File: src/sv/swsel_pkg.sv
// Types, constants and byte classification shared by the smallest word selector.
package swsel_pkg;

    localparam logic [7:0] CH_UPPER_A = 8'h41;
    localparam logic [7:0] CH_UPPER_Z = 8'h5A;
    localparam logic [7:0] CH_LOWER_A = 8'h61;

    typedef struct packed {
        logic [7:0] text_byte;
        logic       end_of_text;
    } t_in_item;

    typedef struct packed {
        logic [7:0] word_byte;
        logic       no_word;
        logic       word_truncated;
        logic       last_byte;
    } t_out_item;

    typedef enum logic [1:0] {
        KIND_TEXT = 2'd0,
        KIND_SEP  = 2'd1,
        KIND_EOT  = 2'd2
    } t_kind;

    typedef struct packed {
        logic [7:0] data;
        t_kind      kind;
    } t_q_item;

    typedef enum logic [1:0] {
        ORD_EQUAL   = 2'd0,
        ORD_LESS    = 2'd1,
        ORD_GREATER = 2'd2
    } t_order;

    typedef enum logic [1:0] {
        ST_RUN  = 2'b01,
        ST_EMIT = 2'b10
    } t_back_state;

    function automatic logic [7:0] fold_case(input logic [7:0] c);
        logic [7:0] r;
        r = c;
        if (c >= CH_UPPER_A && c <= CH_UPPER_Z) begin
            r = c - CH_UPPER_A + CH_LOWER_A;
        end
        return r;
    endfunction

    function automatic logic is_separator(input logic [7:0] c);
        logic r;
        unique case (c) inside
            8'h00, 8'h20, 8'h09, 8'h0A, 8'h0D, 8'h2E, 8'h2C, 8'h3B, 8'h3A, 8'h21,
            8'h3F, 8'h2D, 8'h27, 8'h22, 8'h28, 8'h29, 8'h5B, 8'h5D, 8'h7B, 8'h7D,
            8'h2F, 8'h5C, 8'h3C, 8'h3E, 8'h7C: r = 1'b1;
            default: r = 1'b0;
        endcase
        return r;
    endfunction

endpackage

File: src/sv/swsel_ram.sv
// Generic single write port, single read port RAM with registered read data.
module swsel_ram #(
    parameter int WIDTH = 8,
    parameter int DEPTH = 64
) (
    input  logic                     i_clk,
    input  logic                     i_we,
    input  logic [$clog2(DEPTH)-1:0] i_waddr,
    input  logic [WIDTH-1:0]         i_wdata,
    input  logic [$clog2(DEPTH)-1:0] i_raddr,
    output logic [WIDTH-1:0]         o_rdata
);

    logic [WIDTH-1:0] r_mem [DEPTH];
    logic [WIDTH-1:0] r_rdata;

    always_ff @(posedge i_clk) begin
        if (i_we) begin
            r_mem[i_waddr] <= i_wdata;
        end
        r_rdata <= r_mem[i_raddr];
    end

    assign o_rdata = r_rdata;

endmodule

File: src/sv/swsel_front.sv
// Front end: case folding and separator classification of incoming items.
module swsel_front (
    input  logic               i_in_valid,
    input  swsel_pkg::t_in_item i_in_item,
    input  logic               i_full,
    output logic               o_in_stall,
    output logic               o_push,
    output swsel_pkg::t_q_item o_q_item
);

    logic [7:0] folded;

    assign folded     = swsel_pkg::fold_case(i_in_item.text_byte);
    assign o_in_stall = i_full;
    assign o_push     = i_in_valid && !i_full;

    always_comb begin
        o_q_item.data = folded;
        if (i_in_item.end_of_text) begin
            o_q_item.kind = swsel_pkg::KIND_EOT;
        end else if (swsel_pkg::is_separator(folded)) begin
            o_q_item.kind = swsel_pkg::KIND_SEP;
        end else begin
            o_q_item.kind = swsel_pkg::KIND_TEXT;
        end
    end

endmodule

File: src/sv/swsel_queue.sv
// Short item queue between the front end and the word engine.
module swsel_queue #(
    parameter int DEPTH = 4
) (
    input  logic               i_clk,
    input  logic               i_rst_n,
    input  logic               i_push,
    input  swsel_pkg::t_q_item i_data,
    input  logic               i_pop,
    output logic               o_valid,
    output swsel_pkg::t_q_item o_data,
    output logic               o_full
);

    localparam int PW = (DEPTH > 1) ? $clog2(DEPTH) : 1;
    localparam int CW = $clog2(DEPTH + 1);
    localparam logic [PW-1:0] LAST_PTR = PW'(DEPTH - 1);
    localparam logic [CW-1:0] FULL_CNT = CW'(DEPTH);

    swsel_pkg::t_q_item r_mem [DEPTH];
    logic [PW-1:0] r_wr_ptr, n_wr_ptr;
    logic [PW-1:0] r_rd_ptr, n_rd_ptr;
    logic [CW-1:0] r_count, n_count;

    always_comb begin
        n_wr_ptr = r_wr_ptr;
        n_rd_ptr = r_rd_ptr;
        n_count  = r_count;
        if (i_push) begin
            n_wr_ptr = (r_wr_ptr == LAST_PTR) ? '0 : r_wr_ptr + PW'(1);
        end
        if (i_pop) begin
            n_rd_ptr = (r_rd_ptr == LAST_PTR) ? '0 : r_rd_ptr + PW'(1);
        end
        if (i_push && !i_pop) begin
            n_count = r_count + CW'(1);
        end else if (!i_push && i_pop) begin
            n_count = r_count - CW'(1);
        end
    end

    always_ff @(posedge i_clk) begin
        if (!i_rst_n) begin
            r_wr_ptr <= '0;
            r_rd_ptr <= '0;
            r_count  <= '0;
        end else begin
            r_wr_ptr <= n_wr_ptr;
            r_rd_ptr <= n_rd_ptr;
            r_count  <= n_count;
        end
    end

    always_ff @(posedge i_clk) begin
        if (i_push) begin
            r_mem[r_wr_ptr] <= i_data;
        end
    end

    assign o_valid = (r_count != '0);
    assign o_data  = r_mem[r_rd_ptr];
    assign o_full  = (r_count == FULL_CNT);

endmodule

File: src/sv/swsel_back.sv
// Word engine: running comparison, best word bank swap and answer emission.
module swsel_back #(
    parameter int WORD_LEN = 32
) (
    input  logic                i_clk,
    input  logic                i_rst_n,
    input  logic                i_q_valid,
    input  swsel_pkg::t_q_item  i_q_item,
    output logic                o_q_pop,
    output logic                o_out_valid,
    input  logic                i_out_stall,
    output swsel_pkg::t_out_item o_out_item
);

    localparam int IW    = (WORD_LEN > 1) ? $clog2(WORD_LEN) : 1;
    localparam int LW    = $clog2(WORD_LEN + 1);
    localparam int AW    = IW + 1;
    localparam int DEPTH = 2 ** AW;
    localparam logic [LW-1:0] WL = LW'(WORD_LEN);

    swsel_pkg::t_back_state r_state, n_state;
    swsel_pkg::t_order      r_order, n_order;
    logic [LW-1:0]          r_cur_len, n_cur_len;
    logic                   r_cur_ovf, n_cur_ovf;
    logic                   r_cur_sel, n_cur_sel;
    logic [LW-1:0]          r_best_len, n_best_len;
    logic                   r_best_ovf, n_best_ovf;
    logic                   r_have_best, n_have_best;
    logic [LW-1:0]          r_emit_idx, n_emit_idx;
    logic                   r_out_valid, n_out_valid;
    swsel_pkg::t_out_item   r_out, n_out;

    logic          take;
    logic          out_free;
    logic          load;
    logic          last;
    logic          we;
    logic [AW-1:0] waddr;
    logic [AW-1:0] raddr;
    logic [7:0]    rdata;

    swsel_ram #(
        .WIDTH(8),
        .DEPTH(DEPTH)
    ) u_ram (
        .i_clk   (i_clk),
        .i_we    (we),
        .i_waddr (waddr),
        .i_wdata (i_q_item.data),
        .i_raddr (raddr),
        .o_rdata (rdata)
    );

    assign take = (r_cur_len != '0) &&
                  (!r_have_best || r_order == swsel_pkg::ORD_LESS ||
                   (r_order == swsel_pkg::ORD_EQUAL && r_cur_len < r_best_len));
    assign out_free = !r_out_valid || !i_out_stall;
    assign last     = (({1'b0, r_emit_idx} + (LW + 1)'(1)) == {1'b0, r_best_len});
    assign o_q_pop  = (r_state == swsel_pkg::ST_RUN) && i_q_valid;
    assign waddr    = {r_cur_sel, r_cur_len[IW-1:0]};

    always_comb begin
        n_state     = r_state;
        n_order     = r_order;
        n_cur_len   = r_cur_len;
        n_cur_ovf   = r_cur_ovf;
        n_cur_sel   = r_cur_sel;
        n_best_len  = r_best_len;
        n_best_ovf  = r_best_ovf;
        n_have_best = r_have_best;
        n_emit_idx  = r_emit_idx;
        n_out       = r_out;
        we          = 1'b0;
        load        = 1'b0;
        unique case (r_state)
            swsel_pkg::ST_RUN: begin
                if (o_q_pop) begin
                    unique case (i_q_item.kind) inside
                        swsel_pkg::KIND_TEXT: begin
                            if (r_cur_len >= WL) begin
                                n_cur_ovf = 1'b1;
                            end else begin
                                if (r_have_best && r_order == swsel_pkg::ORD_EQUAL) begin
                                    if (r_cur_len >= r_best_len) begin
                                        n_order = swsel_pkg::ORD_GREATER;
                                    end else if (i_q_item.data < rdata) begin
                                        n_order = swsel_pkg::ORD_LESS;
                                    end else if (i_q_item.data > rdata) begin
                                        n_order = swsel_pkg::ORD_GREATER;
                                    end
                                end
                                we        = 1'b1;
                                n_cur_len = r_cur_len + LW'(1);
                            end
                        end
                        swsel_pkg::KIND_SEP, swsel_pkg::KIND_EOT: begin
                            if (take) begin
                                n_cur_sel   = ~r_cur_sel;
                                n_best_len  = r_cur_len;
                                n_best_ovf  = r_cur_ovf;
                                n_have_best = 1'b1;
                            end
                            n_cur_len = '0;
                            n_cur_ovf = 1'b0;
                            n_order   = swsel_pkg::ORD_EQUAL;
                            if (i_q_item.kind == swsel_pkg::KIND_EOT) begin
                                n_state    = swsel_pkg::ST_EMIT;
                                n_emit_idx = '0;
                            end
                        end
                        default: begin
                        end
                    endcase
                end
            end
            swsel_pkg::ST_EMIT: begin
                if (out_free) begin
                    load = 1'b1;
                    if (!r_have_best) begin
                        n_out.word_byte      = '0;
                        n_out.no_word        = 1'b1;
                        n_out.word_truncated = 1'b0;
                        n_out.last_byte      = 1'b1;
                    end else begin
                        n_out.word_byte      = rdata;
                        n_out.no_word        = 1'b0;
                        n_out.word_truncated = r_best_ovf;
                        n_out.last_byte      = last;
                    end
                    if (!r_have_best || last) begin
                        n_state     = swsel_pkg::ST_RUN;
                        n_have_best = 1'b0;
                        n_best_len  = '0;
                        n_best_ovf  = 1'b0;
                        n_emit_idx  = '0;
                    end else begin
                        n_emit_idx = r_emit_idx + LW'(1);
                    end
                end
            end
            default: begin
                n_state = swsel_pkg::ST_RUN;
            end
        endcase
        n_out_valid = load || (r_out_valid && i_out_stall);
    end

    // prefetch the best word byte for the next cycle's compare or emit
    assign raddr = {~n_cur_sel, (n_state == swsel_pkg::ST_EMIT) ?
                    n_emit_idx[IW-1:0] : n_cur_len[IW-1:0]};

    always_ff @(posedge i_clk) begin
        if (!i_rst_n) begin
            r_state     <= swsel_pkg::ST_RUN;
            r_order     <= swsel_pkg::ORD_EQUAL;
            r_cur_len   <= '0;
            r_cur_ovf   <= 1'b0;
            r_cur_sel   <= 1'b0;
            r_best_len  <= '0;
            r_best_ovf  <= 1'b0;
            r_have_best <= 1'b0;
            r_emit_idx  <= '0;
            r_out_valid <= 1'b0;
        end else begin
            r_state     <= n_state;
            r_order     <= n_order;
            r_cur_len   <= n_cur_len;
            r_cur_ovf   <= n_cur_ovf;
            r_cur_sel   <= n_cur_sel;
            r_best_len  <= n_best_len;
            r_best_ovf  <= n_best_ovf;
            r_have_best <= n_have_best;
            r_emit_idx  <= n_emit_idx;
            r_out_valid <= n_out_valid;
        end
    end

    always_ff @(posedge i_clk) begin
        r_out <= n_out;
    end

    assign o_out_valid = r_out_valid;
    assign o_out_item  = r_out;

`ifndef ASSERT_OFF
    a_cur_len_bound: assert property (@(posedge i_clk) disable iff (!i_rst_n)
        r_cur_len <= WL)
        else $error("current word length beyond limit");

    a_best_len_valid: assert property (@(posedge i_clk) disable iff (!i_rst_n)
        r_have_best |-> (r_best_len != '0 && r_best_len <= WL))
        else $error("best word length invalid");

    a_no_best_empty: assert property (@(posedge i_clk) disable iff (!i_rst_n)
        !r_have_best |-> (r_best_len == '0))
        else $error("best length set without a best word");

    a_emit_idx_range: assert property (@(posedge i_clk) disable iff (!i_rst_n)
        (r_state == swsel_pkg::ST_EMIT && r_have_best) |-> (r_emit_idx < r_best_len))
        else $error("emit index past best word");

    a_emit_done: assert property (@(posedge i_clk) disable iff (!i_rst_n)
        (load && n_out.last_byte) |=> (r_state == swsel_pkg::ST_RUN && !r_have_best))
        else $error("engine not cleared after final result");
`endif

endmodule

File: src/sv/smallest_word_selector_top.sv
// Top level of the smallest word selector: front end, item queue and word engine.
// Text items are accepted one per cycle while the queue has room, and the engine
// takes one per cycle while it runs: the front end folds case and classifies
// separators, and the engine compares each byte against the stored best word as it
// arrives, so a word is settled the moment a separator comes in. The end-of-text
// item makes the engine close the last word and emit the smallest word (or a
// no-word item if there is none) one byte per cycle while the output is not
// stalled, paced by the output register; while it emits, new items still enter
// the queue of QUEUE_DEPTH entries and input stall rises only when it is full.
// Words are held in one RAM of two banks that swap roles when a new best word
// is chosen; there is no clearing pass after reset.
module smallest_word_selector_top #(
    parameter int WORD_LEN    = 32,
    parameter int QUEUE_DEPTH = 4
) (
    input  logic                 i_clk,
    input  logic                 i_rst_n,
    input  logic                 i_in_valid,
    output logic                 o_in_stall,
    input  swsel_pkg::t_in_item  i_in_item,
    output logic                 o_out_valid,
    input  logic                 i_out_stall,
    output swsel_pkg::t_out_item o_out_item
);

    logic               push;
    logic               full;
    logic               q_valid;
    logic               q_pop;
    swsel_pkg::t_q_item front_item;
    swsel_pkg::t_q_item q_item;

    swsel_front u_front (
        .i_in_valid (i_in_valid),
        .i_in_item  (i_in_item),
        .i_full     (full),
        .o_in_stall (o_in_stall),
        .o_push     (push),
        .o_q_item   (front_item)
    );

    swsel_queue #(
        .DEPTH(QUEUE_DEPTH)
    ) u_queue (
        .i_clk   (i_clk),
        .i_rst_n (i_rst_n),
        .i_push  (push),
        .i_data  (front_item),
        .i_pop   (q_pop),
        .o_valid (q_valid),
        .o_data  (q_item),
        .o_full  (full)
    );

    swsel_back #(
        .WORD_LEN(WORD_LEN)
    ) u_back (
        .i_clk       (i_clk),
        .i_rst_n     (i_rst_n),
        .i_q_valid   (q_valid),
        .i_q_item    (q_item),
        .o_q_pop     (q_pop),
        .o_out_valid (o_out_valid),
        .i_out_stall (i_out_stall),
        .o_out_item  (o_out_item)
    );

endmodule
File: config.mk
export PLATFORM = sky130hd
export DESIGN_NAME = smallest_word_selector_top
export DESIGN_NICKNAME = d
export VERILOG_FILES = /design/src/sv/swsel_pkg.sv /design/src/sv/swsel_ram.sv /design/src/sv/swsel_front.sv /design/src/sv/swsel_queue.sv /design/src/sv/swsel_back.sv /design/src/sv/smallest_word_selector_top.sv
export SDC_FILE = /design/constraint.sdc
export NUM_CORES = 1
export LEC_CHECK = 0
export ABC_AREA = 1
export ABC_CLOCK_PERIOD_IN_PS = 7500
export BUFFER_PORTS_ARGS = -buffer_cell sky130_fd_sc_hd__buf_2
export CAP_MARGIN = 20
export CORE_MARGIN = 2
export CORE_UTILIZATION = 55
export CTS_BUF_LIST = sky130_fd_sc_hd__clkbuf_16
export DETAILED_ROUTE_END_ITERATION = 8
export PLACE_DENSITY = 0.67
export SLEW_MARGIN = 20
export SYNTH_ARGS = -nofsm -noshare
export SYNTH_HDL_FRONTEND = slang
export SYNTH_SLANG_ARGS = --single-unit
File: constraint.sdc
create_clock -name i_clk -period 7.5 [get_ports i_clk]
set_input_delay 1.875 -clock i_clk [delete_from_list [all_inputs] [get_ports i_clk]]
set_output_delay 1.875 -clock i_clk [all_outputs]
set_load 0.1 [all_outputs]
* After elaboration in Yosys (flattened, before gate mapping) *
Memories as Yosys holds them, arrays and structs flattened. A register that Yosys moved wholly into a read port is not among the register bits.
Index checks and enable logic that the tools add are counted.

storage, ports and cells
  register bits after elaboration = 45
  RAM bits = 552
  bits of input ports = 13
  output and inout port bits = 13
  word-level logic and storage cells = 186
  memories = 2

memory list
  memory              depth  bits a word  read ports  clocked after memory_dff  wr ports  line               source
  u_back.u_ram.r_mem  64     8            1           1                         1         swsel_ram.sv:14    logic [WIDTH-1:0] r_mem [DEPTH];
  u_queue.r_mem       4      10           1           1                         1         swsel_queue.sv:20  swsel_pkg::t_q_item r_mem [DEPTH];

operators by class
  add/sub/neg operators = 9
  magnitude comparators = 7
  equal/unequal tests = 44
  mux-type cells = 67
  bitwise operators = 2
  reduce and logical (&&, ||, !) cells = 36

operators with widths
  cell                                                 number
  equality test 8 x 6 -> 1 bit, second input constant  15
  2-to-1 mux 6 bit                                     11
  equality test 8 x 7 -> 1 bit, second input constant  6
  case mux 6 bit (2 select lines)                      3
  2-to-1 mux 2 bit                                     15
  2-to-1 mux 1 bit                                     26
  OR reduction 25 bit                                  1
  equality test 8 x 4 -> 1 bit, second input constant  3
  2-to-1 mux 5 bit                                     3
  adder 6 x 1 -> 6 bit, second input constant          2
  inequality test 2 bit, second input constant         6
  AND reduction 6 bit                                  2
  equality test 2 bit, second input constant           5
  logical AND 1 bit                                    9
  2-to-1 mux 3 bit                                     3
  adder 8 x 7 -> 8 bit, second input constant          1
  >= comparator 8 x 7 -> 1 bit, second input constant  1
  greater-than comparator 8 bit                        1
  <= comparator 8 x 7 -> 1 bit, second input constant  1
  logical NOT 8 bit                                    1
  < comparator 8 bit                                   1
  2-to-1 mux 8 bit                                     1
  case mux 2 bit (2 select lines)                      2
  AND reduction 4 bit                                  2
  24 further kinds                                     44

* Longest topological paths before layout *
  word-level depth = 9
  mapped depth = 26
  mapped depth without buffers = 24

* Hierarchy *
From an unflattened synthesis, not the netlist that was laid out.

unflattened totals
  cells, all modules = 2,373
  area, all modules = 26,161.3 µm²

modules (own cells, without submodules)
  module       times used  cells an instance  area each (µm²)  sequential area each (µm²)
  swsel_ram    1           1,805              21,339.2         15,534.9
  swsel_back   1           351                2,555.0          870.8
  swsel_queue  1           157                1,960.6          1,381.3
  swsel_front  1           60                 306.5            0.0

* Worst setup path before layout *
OpenSTA, ideal clock, no wires.

  kind = reg2out
  from = reg u_queue.r_count[0]
  to = out o_in_stall
  arrival time = 2.470 ns
  path slack = 3.155 ns
  stages on the path, launching flop included = 2
  path buffers = 0
  cells stage by stage = dfxtp_1 nor3_1

on the way
  cells in the longest elaborated chain, start to end = 1

ends and longest elaborated chain
  what                    line                              source
  start, declared         swsel_queue.sv:23                 logic [CW-1:0] r_count, n_count;
  start signal, assigned  swsel_queue.sv:50                 r_count <= n_count;
  equality test 3 bit     swsel_queue.sv:62                 assign o_full = (r_count == FULL_CNT);
  end, declared           smallest_word_selector_top.sv:19  output logic o_in_stall,

No other way between the ends.

==> flow_summary.ini <==
[setup_path]
crit_path_start_kind = register
cp-end-kind = register
slowest_delay_ns = 0.75
cpMaxStageDelayCell = dfxtp_1
crit_path_cell_trace = inv_1 > nand2_1 > a32oi_1 > ha_1 > inv_1 > nand2_1 > nor2_2 > inv_1 > a21oi_1 > nand2_4 > nand2_8 > buf_12 > nand2_1 > nand3_1 > nand3_1 > nand3_1 > nand3_1 > nand3_1 > nand2_1
critPathRequiredTime_ns = 7.97
crit_path_frequent_cell = nand3_1
ff2ff_setup_slack_ns = 2.53
cp.arrival_ns = 5.44
crit_type = reg2reg
path_max_fanout = 145

[clock_tree]
ctsHoldBuffers = 0
clockBufferDepth = 3
numCtsBuffers = 66
cts_setup_buffers = 0
clk_latency_ns = 0.60
cts-resized-gates = 0
clockRootBuffer = clkbuf_16
h-tree-depth = 3
clkTransAtPathRegs_ns = 0.06
cts_tree = built
cts.sinks = 607

[yosys]
yosys.cell_types.count = 47
synth_fp_nets = 2725
synth_edf_count = 563
yosysSeqAreaShare_pct = 65.26
avgSynthCellArea_um2 = 10.16
synthTopCellsByArea = edfxtp_1, nand3_1, nand2_1
async_reset_ff_share_pct = 0
netlist_area_mm2 = 0.02725
synth_top_area_share_pct = 62.03
postSynthCellCount = 2682
ys_top_cells_by_count = nand2_1, edfxtp_1, nand3_1
ys_ff_latch = 607
yosysWarnings = 0
yosys.area.top_type = edfxtp_1
synth.most_common_cell = nand2_1
synth_ff_type = edfxtp_1

[detailed_routing]
wirelength_um = 69900
vias = 19010
drtIter0Drc = 2063
ant_nets = 0
firstDrtPassIters = 5
via_per_inst = 5.613
drt-wirelength-per-cell_um = 20.64
drc_errors = 0

[place]
pre_cts_ws_ns = 2.332
placed_cells = 3273
post-dp-hpwl_um = 40730
gp_congestion = 0.8679
place_area_mm2 = 0.02800
io_buffers = 25

[grt]
grt_pass1_wl_um = 107000
grt_use_total_pct = 27.95
grt_overflow = 0
grt_max_degree = 168
grt_antenna_before_repair = 0
grt_pass1_vias = 18300

[min_path]
hold_path_class = reg2reg
hp-start = u_back.r_cur_ovf

[timing]
finalMaxSlewViolations = 0
setup_viol = 0
rsz0062_at_grt = false
fin_crit_ns = 4.969
fmaxAchievable_ghz = 0.2013
hold_viol = 0
fin_skew_ns = 0.02400
period_share_pct = 66.25
worst_pin_slew_ns = 1.151
tns_ns = 0
slew_headroom_pct = 23.01
fin_ws_ns = 2.531

[layout]
final_nets = 2720
fillers = 3943
diodes = 0
layoutNonFillerInstCount = 3387
final_area_mm2 = 0.03007
drive_above_1_share_pct = 6.317
syn_to_final_growth_pct = 10.31

[flow_run]
cap_violations = 0

[run_status]
status = complete, no violations

[die]
die-area_mm2 = 0.05135
rows = 81
core_mm2 = 0.04895
num_io_pins = 26
die_w_um = 226.6
start_util_pct = 55.68
die_height_um = 226.6

[power_and_ir_drop]
clock_power_share_pct = 24.8
pwr-share-seq_pct = 35.1
power.leakage_uw = 0.01217
power.internal_uw = 7451
power.density_mw_per_mm2 = 420.2
power.total_uw = 12630
pwr-share-comb_pct = 40.1
switching_share_pct = 41.03
p_sw_uw = 5183
ir_drop_mv = 0.4630
-- layout make-up --
class / count / area (um2) / share of cell area, %
inverter: 444 / 1667 / 5.543
clock inverter: 43 / 289.0 / 0.9613
sequential: 607 / 17790 / 59.16
timing repair buffer: 52 / 390.4 / 1.298
tap: 664 / 830.8 / 2.763
multi-input combinational: 1506 / 7325 / 24.36
clock buffer: 71 / 1777 / 5.910
-- critical path: cells and delay by family (launching register included) --
kind,cells,cell delay [ns]
compound gates,2,0.43
fa+ha+maj,1,0.25
buf+inv,4,1.15
flops,1,0.75
simple gates,12,2.10
-- layer usage --
layer  global-route usage (%)  wire (um)
met5                        0          0
met2                    44.59      32520
met1                    38.05      28540
met3                    4.833       6066
met4                    11.97       2778
-- power groups by stage --
stage | Clock, uW | Combinational, uW | Sequential (uW)
after CTS | 3170 | 5030 | 4440
final | 3140 | 5060 | 4440
after global placement | 0 | 4940 | 4500
after floorplan | 0 | 3500 | 4480
after detailed placement | 0 | 5010 | 4500
after global routing | 3300 | 5560 | 4440
-- per-stage QoR --
step / utilization (%) / hold slack [ns]
after floorplan: - / 0.4412
after global placement: 57.18 / 0.4668
after detailed placement: 57.20 / 0.4679
after CTS: 61.42 / 0.4747
after global routing: 61.42 / 0.4819
final: 61.42 / 0.4736
-- worst paths after layout --
path                                                 to  cells after the start
worst max-delay path            u_back.u_ram.o_rdata[4]                     19
worst max register to register  u_back.u_ram.o_rdata[4]                     19
worst min register to register        u_back.r_best_ovf                      2
worst min-delay path                  u_back.r_best_ovf                      2
-- cells by family after synthesis --
| group | share of synthesized area (%) |
|---|---|
| compound gates | 2.181 |
| xor+xnor | 0.09642 |
| fa+ha+maj | 1.405 |
| buf+inv | 8.525 |
| flops | 65.26 |
| simple gates | 22.53 |
-- registers in the layout (all words and copies together), names as in the netlist, 3 cells and up, named ones only --
name / count
u_back.u_ram.o_rdata: 8
u_back.o_out_item: 11
u_queue.r_mem: 40
u_back.r_best_len: 6
u_back.r_cur_len: 6
u_back.u_ram.r_mem: 512
u_back.r_emit_idx: 6
u_queue.r_count: 3
-- cells in the final DEF (no fill, tap or decap), types with 5 or more instances in the layout --
cell type / instances
a21oi_1: 38
buf_12: 5
buf_2: 25
buf_4: 22
clkbuf_16: 71
clkinv_1: 19
clkinv_2: 7
dfxtp_1: 44
edfxtp_1: 563
ha_1: 29
inv_1: 448
inv_2: 6
nand2_1: 638
nand3_1: 499
nand3b_1: 72
nor2_1: 129
nor3_1: 11
o21ai_0: 27
o22ai_4: 7
(Power assumes the default switching activity.)
